[config.mk]
export PLATFORM = sky130hd
export DESIGN_NAME = tcsw_cursor
export DESIGN_NICKNAME = d
export VERILOG_FILES = /design/src/sv/tcsw_pkg.sv /design/src/sv/tcsw_cursor.sv
export SDC_FILE = /design/constraint.sdc
export NUM_CORES = 1
export LEC_CHECK = 0
export ABC_AREA = 1
export BUFFER_PORTS_ARGS = -buffer_cell sky130_fd_sc_hd__buf_2
export CAP_MARGIN = 10
export CORE_ASPECT_RATIO = 2
export CORE_MARGIN = 4
export CORE_UTILIZATION = 47
export CTS_BUF_LIST = sky130_fd_sc_hd__clkbuf_2
export DETAILED_ROUTE_END_ITERATION = 8
export GPL_TIMING_DRIVEN = 0
export PLACE_DENSITY = 0.74
export SLEW_MARGIN = 20
export SYNTH_ARGS = -nofsm -noshare
export SYNTH_HDL_FRONTEND = slang
export SYNTH_SLANG_ARGS = --single-unit
[constraint.sdc]
create_clock -name i_clk -period 6.1 [get_ports i_clk]
set_clock_uncertainty 0.2 [all_clocks]
set_input_delay 0 -clock i_clk [delete_from_list [all_inputs] [get_ports i_clk]]
set_output_delay 0 -clock i_clk [all_outputs]
set_load 0.01 [all_outputs]
[src/sv/tcsw_pkg.sv]
package tcsw_pkg;

    typedef enum logic [2:0] {
        K_PUT_CHAR    = 3'd0,
        K_SCROLL_UP   = 3'd1,
        K_SCROLL_DOWN = 3'd2,
        K_SCROLL_LEFT = 3'd3,
        K_SCROLL_RIGHT = 3'd4,
        K_READ_CELL   = 3'd5
    } t_kind;

    typedef enum logic [1:0] {
        S_CLEAR,
        S_IDLE,
        S_BUSY
    } t_state;

    typedef enum logic [0:0] {
        CFG_CHAR_COLOR       = 1'b0,
        CFG_BACKGROUND_COLOR = 1'b1
    } t_cfg_index;

    typedef struct packed {
        logic [2:0] kind;
        logic [7:0] char_code;
        logic [7:0] amount;
        logic [4:0] screen_row;
        logic [6:0] screen_col;
    } t_item;

    typedef struct packed {
        logic [6:0] cursor_row;
        logic [6:0] cursor_col;
        logic [6:0] row_offset;
        logic [5:0] col_offset;
    } t_status;

    localparam logic [7:0]  NEWLINE_CODE   = 8'd10;
    localparam logic [15:0] BLANK_ENTRY    = 16'h0720;
    localparam logic [3:0]  CHAR_COLOR_RST = 4'd7;
    localparam logic [3:0]  BG_COLOR_RST   = 4'd0;

endpackage

[src/sv/tcsw_cursor.sv]
module tcsw_cursor #(
    parameter int STORE_WIDTH   = 128,
    parameter int STORE_HEIGHT  = 128,
    parameter int SCREEN_WIDTH  = 80,
    parameter int SCREEN_HEIGHT = 25,
    localparam int DEPTH = STORE_WIDTH * STORE_HEIGHT,
    localparam int AW    = $clog2(DEPTH)
) (
    input  logic             i_clk,
    input  logic             i_rst_n,
    input  logic             i_cfg_we,
    input  logic             i_cfg_addr,
    input  logic [3:0]       i_cfg_data,
    input  logic             i_acc,
    input  tcsw_pkg::t_item  i_item,
    output logic             o_mem_we,
    output logic             o_mem_re,
    output logic [AW-1:0]    o_mem_addr,
    output logic [15:0]      o_mem_wdata,
    output tcsw_pkg::t_status o_status
);

    localparam int RW     = $clog2(STORE_HEIGHT);
    localparam int CW     = $clog2(STORE_WIDTH);
    localparam int RSW    = ((RW > 8) ? RW : 8) + 1;
    localparam int CSW    = ((CW > 8) ? CW : 8) + 1;
    localparam int IW     = AW + 2;
    localparam int MAX_VR = STORE_HEIGHT - SCREEN_HEIGHT;
    localparam int MAX_VC = STORE_WIDTH - SCREEN_WIDTH;

    logic [RW-1:0] r_row, n_row;
    logic [CW-1:0] r_col, n_col;
    logic [RW-1:0] r_vrow, n_vrow;
    logic [CW-1:0] r_vcol, n_vcol;
    logic [3:0]    r_fg, r_bg;

    logic          nl, col_wrap, row_adv, row_wrap;
    logic [CW:0]   col_inc;
    logic [RW:0]   row_inc;
    logic [RW-1:0] row_put, vrow_base, vrow_put;
    logic [CW-1:0] col_put;
    logic [RSW-1:0] vrow_sum, rrow;
    logic [CSW-1:0] vcol_sum, rcol;
    logic [IW-1:0] wr_idx, rd_idx;
    logic          rd_ok;

    always_comb begin
        nl       = (i_item.char_code == tcsw_pkg::NEWLINE_CODE);
        col_inc  = {1'b0, r_col} + (CW+1)'(1);
        col_wrap = !nl && (col_inc == (CW+1)'(STORE_WIDTH));
        col_put  = (nl || col_wrap) ? '0 : col_inc[CW-1:0];
        row_adv  = nl || col_wrap;
        row_inc  = {1'b0, r_row} + (RW+1)'(1);
        row_wrap = row_adv && (row_inc == (RW+1)'(STORE_HEIGHT));
        row_put  = row_wrap ? '0 : (row_adv ? row_inc[RW-1:0] : r_row);
        vrow_base = row_wrap ? '0 : r_vrow;
        vrow_put = vrow_base;
        if (RSW'(row_put) >= RSW'(vrow_base) + RSW'(SCREEN_HEIGHT)) begin
            vrow_put = RW'(RSW'(row_put) - RSW'(SCREEN_HEIGHT) + RSW'(1));
        end

        vrow_sum = RSW'(r_vrow) + RSW'(i_item.amount);
        vcol_sum = CSW'(r_vcol) + CSW'(i_item.amount);

        wr_idx = IW'(r_row) * IW'(STORE_WIDTH) + IW'(r_col);
        rrow   = RSW'(i_item.screen_row) + RSW'(r_vrow);
        rcol   = CSW'(i_item.screen_col) + CSW'(r_vcol);
        rd_idx = IW'(rrow) * IW'(STORE_WIDTH) + IW'(rcol);
        rd_ok  = (RSW'(i_item.screen_row) < RSW'(SCREEN_HEIGHT))
              && (CSW'(i_item.screen_col) < CSW'(SCREEN_WIDTH))
              && (rd_idx < IW'(DEPTH));
    end

    always_comb begin
        n_row  = r_row;
        n_col  = r_col;
        n_vrow = r_vrow;
        n_vcol = r_vcol;
        case (i_item.kind)
            tcsw_pkg::K_PUT_CHAR: begin
                n_row  = row_put;
                n_col  = col_put;
                n_vrow = vrow_put;
            end
            tcsw_pkg::K_SCROLL_UP: begin
                n_vrow = (RSW'(i_item.amount) > RSW'(r_vrow)) ? '0
                       : RW'(RSW'(r_vrow) - RSW'(i_item.amount));
            end
            tcsw_pkg::K_SCROLL_DOWN: begin
                n_vrow = (vrow_sum > RSW'(MAX_VR)) ? RW'(MAX_VR) : RW'(vrow_sum);
            end
            tcsw_pkg::K_SCROLL_LEFT: begin
                n_vcol = (CSW'(i_item.amount) > CSW'(r_vcol)) ? '0
                       : CW'(CSW'(r_vcol) - CSW'(i_item.amount));
            end
            tcsw_pkg::K_SCROLL_RIGHT: begin
                n_vcol = (vcol_sum > CSW'(MAX_VC)) ? CW'(MAX_VC) : CW'(vcol_sum);
            end
            default: begin
            end
        endcase
    end

    always_ff @(posedge i_clk) begin
        if (!i_rst_n) begin
            r_row  <= '0;
            r_col  <= '0;
            r_vrow <= '0;
            r_vcol <= '0;
            r_fg   <= tcsw_pkg::CHAR_COLOR_RST;
            r_bg   <= tcsw_pkg::BG_COLOR_RST;
        end else begin
            if (i_acc) begin
                r_row  <= n_row;
                r_col  <= n_col;
                r_vrow <= n_vrow;
                r_vcol <= n_vcol;
            end
            if (i_cfg_we) begin
                if (i_cfg_addr == tcsw_pkg::CFG_CHAR_COLOR) begin
                    r_fg <= i_cfg_data;
                end else begin
                    r_bg <= i_cfg_data;
                end
            end
        end
    end

    always_comb begin
        o_mem_we    = i_acc && (i_item.kind == tcsw_pkg::K_PUT_CHAR) && !nl;
        o_mem_re    = i_acc && (i_item.kind == tcsw_pkg::K_READ_CELL) && rd_ok;
        o_mem_addr  = o_mem_we ? wr_idx[AW-1:0] : rd_idx[AW-1:0];
        o_mem_wdata = {r_bg, r_fg, i_item.char_code};
        o_status.cursor_row = 7'(r_row);
        o_status.cursor_col = 7'(r_col);
        o_status.row_offset = 7'(r_vrow);
        o_status.col_offset = 6'(r_vcol);
    end

endmodule

# Word-level counts from Yosys, hierarchy flattened
# Cells that the tools add are included.
# op_classes
addsub	13
n_lt_le_gt_ge	8
eq_ne	8
mux	12
bitwise_logic	1
n_reduce_logical	18
# ops
operator	n
7-bit two-way mux	9
7-bit case mux with 3 select lines	1
7-bit by 8-bit adder with 9-bit output	2
15-bit by 8-bit adder with 16-bit output	1
7-bit by 1-bit adder with 8-bit output (second input constant)	2
8-bit equality test (second input constant)	2
8-bit by 7-bit greater-than comparator with 1-bit output	2
16-bit by 15-bit less-than comparator with 1-bit output (second input constant)	1
14-bit by 7-bit adder with 14-bit output	1
14-bit two-way mux	1
7-bit case mux with 2 select lines	1
7-bit subtractor	2
2-bit AND reduction	5
9-bit by 6-bit greater-than comparator with 1-bit output (second input constant)	1
9-bit by 7-bit greater-than comparator with 1-bit output (second input constant)	1
5-bit by 7-bit adder with 8-bit output	1
7-bit by 5-bit adder with 8-bit output (second input constant)	1
7-bit by 7-bit adder with 8-bit output	1
8-bit by 4-bit equality test with 1-bit output (second input constant)	1
7-bit by 8-bit greater-or-equal comparator with 1-bit output	1
1-bit logical AND	8
7-bit by 2-bit adder with 7-bit output (second input constant)	1
7-bit less-than comparator (second input constant)	1
7-bit by 5-bit subtractor with 7-bit output (second input constant)	1
other kinds (10)	12
# totals
regBits	36
output_inout_bits	59
wordCells	66

# Logic depth before layout (Yosys ltp)
# depth
depth_word	10
depth_mapped	28
depth_no_buf	28

# Worst setup path after synthesis
# OpenSTA, ideal clock, no wires.
# synth_path
path_kind	register to register
from	register r_row[0]
to	register r_vrow[3]
setup_time_ns	0.122
arrival_time_ns	2.784
required_time_ns	5.778
slack_ns	2.995
stages_incl_launch_ff	27
path_buffers	0
path_cell_list	dfxtp_1 > ha_1 > xnor2_1 > nand3_1 > nor2_2 > nand2_4 > inv_2 > nor2_1 > ha_1 > inv_1 > ha_1 > nand2_1 > nand2_1 > nand2_1 > nand2_1 > nand2_1 > nand2_1 > nand2_1 > nand2_1 > nand2_1 > nand2_1 > nand2_1 > nand2_1 > nand2_4 > nand2_1 > nand3_1 > a21oi_2
# synth_between
elab_chain_cells	8
word_cells_on_any_way	12
cone_classes	add/sub: 4; order compare: 1; eq/ne: 1; mux: 5; reduce/logical: 1
# synth_rtl
element	line_no	source
start, declared	tcsw_cursor.sv:31	logic [RW-1:0] r_row, n_row;
start signal, assigned	tcsw_cursor.sv:114	r_row <= n_row;
7-bit by 1-bit adder with 8-bit output	tcsw_cursor.sv:53	row_inc = {1'b0, r_row} + (RW+1)'(1);
8-bit equality test	tcsw_cursor.sv:54	row_wrap = row_adv && (row_inc == (RW+1)'(STORE_HEIGHT));
1-bit logical AND	tcsw_cursor.sv:54	
7-bit two-way mux, on equally long branches	tcsw_cursor.sv:55, tcsw_cursor.sv:56	
7-bit by 5-bit subtractor with 7-bit output / 7-bit by 5-bit adder with 8-bit output (equally long branches)	tcsw_cursor.sv:59, tcsw_cursor.sv:58	
7-bit by 2-bit adder with 7-bit output / 7-bit by 8-bit greater-or-equal comparator with 1-bit output (equally long branches)	tcsw_cursor.sv:59, tcsw_cursor.sv:58	
7-bit two-way mux *	tcsw_cursor.sv:58	if (RSW'(row_put) >= RSW'(vrow_base) + RSW'(SCREEN_HEIGHT)) begin
7-bit case mux with 3 select lines *	tcsw_cursor.sv:79	case (i_item.kind)
end signal, assigned	tcsw_cursor.sv:116	r_vrow <= n_vrow;
end, declared	tcsw_cursor.sv:33	logic [RW-1:0] r_vrow, n_vrow;
# Mark *: on every way between the ends. The rest lies on a longest branch, timed or not.
# A chain may end at the register's enable or synchronous reset.

# Worst setup path in the final report
# layout_path
from	register r_row[0]
to	register r_vrow[6]
# Same word-level chain as after synthesis.

==> impl_metrics.json <==
{
  "status": "completed",
  "ys_warn_count": 0,
  "finalWorstPathRequiredPeriod_ns": 3.59,
  "ys_seq_elements": 36,
  "ys_types": 47,
  "max-slew-margin-rel": 0.474,
  "coreArea_um2": 9830,
  "num_vias": 5168,
  "grt_pass1_wl_um": 23100,
  "track_usage": 0.245,
  "cts-root-buf": "clkbuf_2",
  "drt_first_pass_iters": 5,
  "cts_buffers": 5,
  "finalCritPeriodShare": 0.589,
  "routed_wl_um": 14500,
  "vdd_drop_max_v": 0.000116,
  "cts_tree": "yes",
  "crit_type": "register to register",
  "via_per_inst": 5.21,
  "grt_start_max_net_pins": 12,
  "gp_congestion": 0.943,
  "synth_area_leader_cell": "ha_1",
  "initial_core_util": 0.484,
  "dp.final_hpwl_um": 12000,
  "drc": 0,
  "die_y_um": 150,
  "syn_avg_cell_area_um2": 6.51,
  "insertion_delay_ns": 0.43,
  "p_per_area_nw_per_um2": 136,
  "arrival_ns": 3.74,
  "antenna_found_initial": 1,
  "postCtsSetupBuffers": 0,
  "htree_levels": 2,
  "nNetsFinal": 968,
  "finalHoldViolations": 0,
  "synth_flop_cell": "dfxtp_1",
  "worst_setup_path_start_kind": "register",
  "gr-total-overflow": 0,
  "dp_cells": 959,
  "grt_pass1_vias": 5055,
  "finalNonFillerCells": 992,
  "fmax_mhz": 278,
  "hold_class": "primary input to register",
  "port_buffers": 96,
  "ys_seq_area_frac": 0.151,
  "setup-violations-final": 0,
  "fin_setup_tns_ns": 0,
  "layout-drive-gt1-share": 0.182,
  "row_count": 51,
  "syn-instance-count": 731,
  "path_max_fanout": 8,
  "dieWidth_um": 79.1,
  "cts.sink_count": 36,
  "die_area_um2": 11900,
  "yosysTopAreaCellShare": 0.168,
  "first_iter_violations": 213,
  "synth.area.top_cells": "ha_1 17%, dfxtp_1 15%, nand2_1 11%",
  "pin_count": 99,
  "clk_pin_slew_ns": 0.23,
  "cap_violations": 0,
  "rsz0062_at_grt": "no",
  "p_leak_nw": 2.97,
  "ys_async_sr_fraction": 0,
  "synth_fp_nets": 841,
  "area.growth.synth_to_final_pct": 20.0,
  "endpoint_kind": "register",
  "clock_path_buffers": 2,
  "ant_nets": 0,
  "drv_slew": 0,
  "worstPathRequired_ns": 6.24,
  "post_cts_resize_count": 0,
  "worst_pin_slew_ns": 0.782,
  "synth.cell_area_um2": 4760,
  "routedWlPerCell_um": 14.7,
  "synth_edf_count": 0
}
## state kept, by name, indices dropped and copies added, names as in the netlist
name	count
r_row	7
r_col	7
r_fg	4
r_vrow	7
r_vcol	7
r_bg	4
## routing by layer
layer / vias to the layer above / routed length, um / part of all wire / track usage
li1: 2634 / - / - / -
met1: 2299 / 5110 / 0.35 / 0.235
met2: 185 / 7910 / 0.54 / 0.480
met3: 50 / 755 / 0.052 / 0.0347
met4: 0 / 766 / 0.053 / 0.139
met5: - / 0 / 0 / 0
## through the flow
stage / cell area (um2) / power [mW] / util / worst slack, ns / hold WS (ns)
after CTS: 5710 / 0.779 / 0.581 / 2.47 / 0.0123
after global routing: 5710 / 0.835 / 0.581 / 2.17 / 0.0693
after floorplan: 4760 / 0.498 / - / 2.99 / -0.108
final: 5710 / 0.777 / 0.581 / 2.51 / 0.0519
after detailed placement: 5400 / 0.610 / 0.550 / 2.56 / 0.0355
after global placement: 5400 / 0.608 / 0.550 / 2.59 / 0.0354
## what timing repair did
action | in CTS | in global routing
hold buffers | 24 | 0
endpoints found under the hold margin | 27 | 0
setup endpoints to repair | 0 | 0
## cell usage in the layout (no fill, tap or decap), types with 3 or more instances in the layout
| master | instances |
|---|---|
| nand2_4 | 3 |
| dfxtp_1 | 36 |
| inv_1 | 112 |
| a21oi_2 | 7 |
| nor3_1 | 11 |
| nand2_1 | 135 |
| buf_4 | 15 |
| nor2_1 | 65 |
| ha_1 | 64 |
| dlygate4sd3_1 | 24 |
| clkinv_1 | 4 |
| o21ai_2 | 4 |
| nor2_2 | 3 |
| xnor2_1 | 12 |
| or2_2 | 4 |
| o21ai_0 | 53 |
| clkbuf_2 | 5 |
| buf_2 | 100 |
| nand3_1 | 55 |
| a31oi_1 | 5 |
| nand3_2 | 3 |
| clkbuf_1 | 8 |
| inv_2 | 3 |
| xor2_1 | 25 |
| nand4_1 | 12 |
| nand2_2 | 4 |
| o31ai_1 | 3 |
| o21bai_1 | 5 |
| a21oi_1 | 49 |
| fa_1 | 6 |
## power by group
group          internal, mW  total, mW  switching [mW]
logic                 0.141      0.355           0.215
registers             0.247      0.267          0.0203
clock network        0.0668      0.155          0.0882
total                 0.454      0.777           0.323
## cells in the mapped netlist, types with 2 or more instances
master / number
o21ai_0: 53
buf_2: 4
nand3b_1: 2
nor3_1: 11
nor4_1: 2
o31ai_1: 3
a221oi_1: 2
xnor2_1: 12
inv_1: 112
a21oi_2: 7
nand2_4: 3
a31oi_1: 5
nand3_2: 3
dfxtp_1: 36
xor2_1: 25
nand4_1: 12
a21oi_1: 49
fa_1: 6
ha_1: 64
o21ai_2: 4
nor2_2: 3
clkbuf_1: 8
or2_2: 4
clkinv_1: 2
nand2_1: 135
o21bai_1: 5
buf_4: 15
inv_2: 3
nor2_1: 65
nand3_1: 55
nand2_2: 4
a21o_1: 2
## kinds of logic after synthesis
family                     Yosys count  synth area share
and+or+nand+nor                    304             0.290
buffers and inverters              145             0.129
AOI/OAI and AO/OA                  139             0.168
adders and majority gates           70             0.194
xor gates and xnor gates            37            0.0681
DFF                                 36             0.151
## critical path, cell delays in order, from the launching register on
cell and delay, ns:
dfxtp_1 0.54, ha_1 0.26, xnor2_1 0.15, nand3_1 0.11, nor2_2 0.15, nand2_4 0.11, inv_2 0.10, nor2_1 0.06
ha_1 0.28, inv_1 0.04, ha_1 0.26, nand2_1 0.05, nand2_1 0.05, nand2_1 0.04, nand2_1 0.10, nand2_1 0.06
nand2_1 0.05, nand2_1 0.04, nand2_1 0.05, nand2_1 0.04, nand2_1 0.05, nand2_1 0.06, nand2_1 0.24, nand2_4 0.11
nand2_1 0.07, nand3_1 0.09, a21oi_2 0.14
## final cells by class
cell class	instances	area (um2)
Inverter	117	439
Fill cell	1044	4120
Buffer	28	174
Clock buffer	5	25.0
Clock inverter	3	37.5
Sequential cell	36	721
Timing Repair Buffer	120	721
Multi-Input combinational cell	550	3420
Antenna cell	1	2.50
Tap cell	132	165
## final timing paths
path                                            start                endpoint  slack [ns]  depth (start not counted)
worst max-delay path            r_row[0]$_SDFFE_PN0P_  r_vrow[6]$_SDFFE_PN0P_        2.51                         26
worst min-delay path                       i_item[17]  r_vcol[6]$_SDFFE_PN0P_        0.05                          6
worst max register to register  r_row[0]$_SDFFE_PN0P_  r_vrow[6]$_SDFFE_PN0P_        2.51                         26
worst min register to register   r_bg[0]$_SDFFE_PN0P_    r_bg[0]$_SDFFE_PN0P_        0.31                          2
Power figures use the tool's default switching activity.
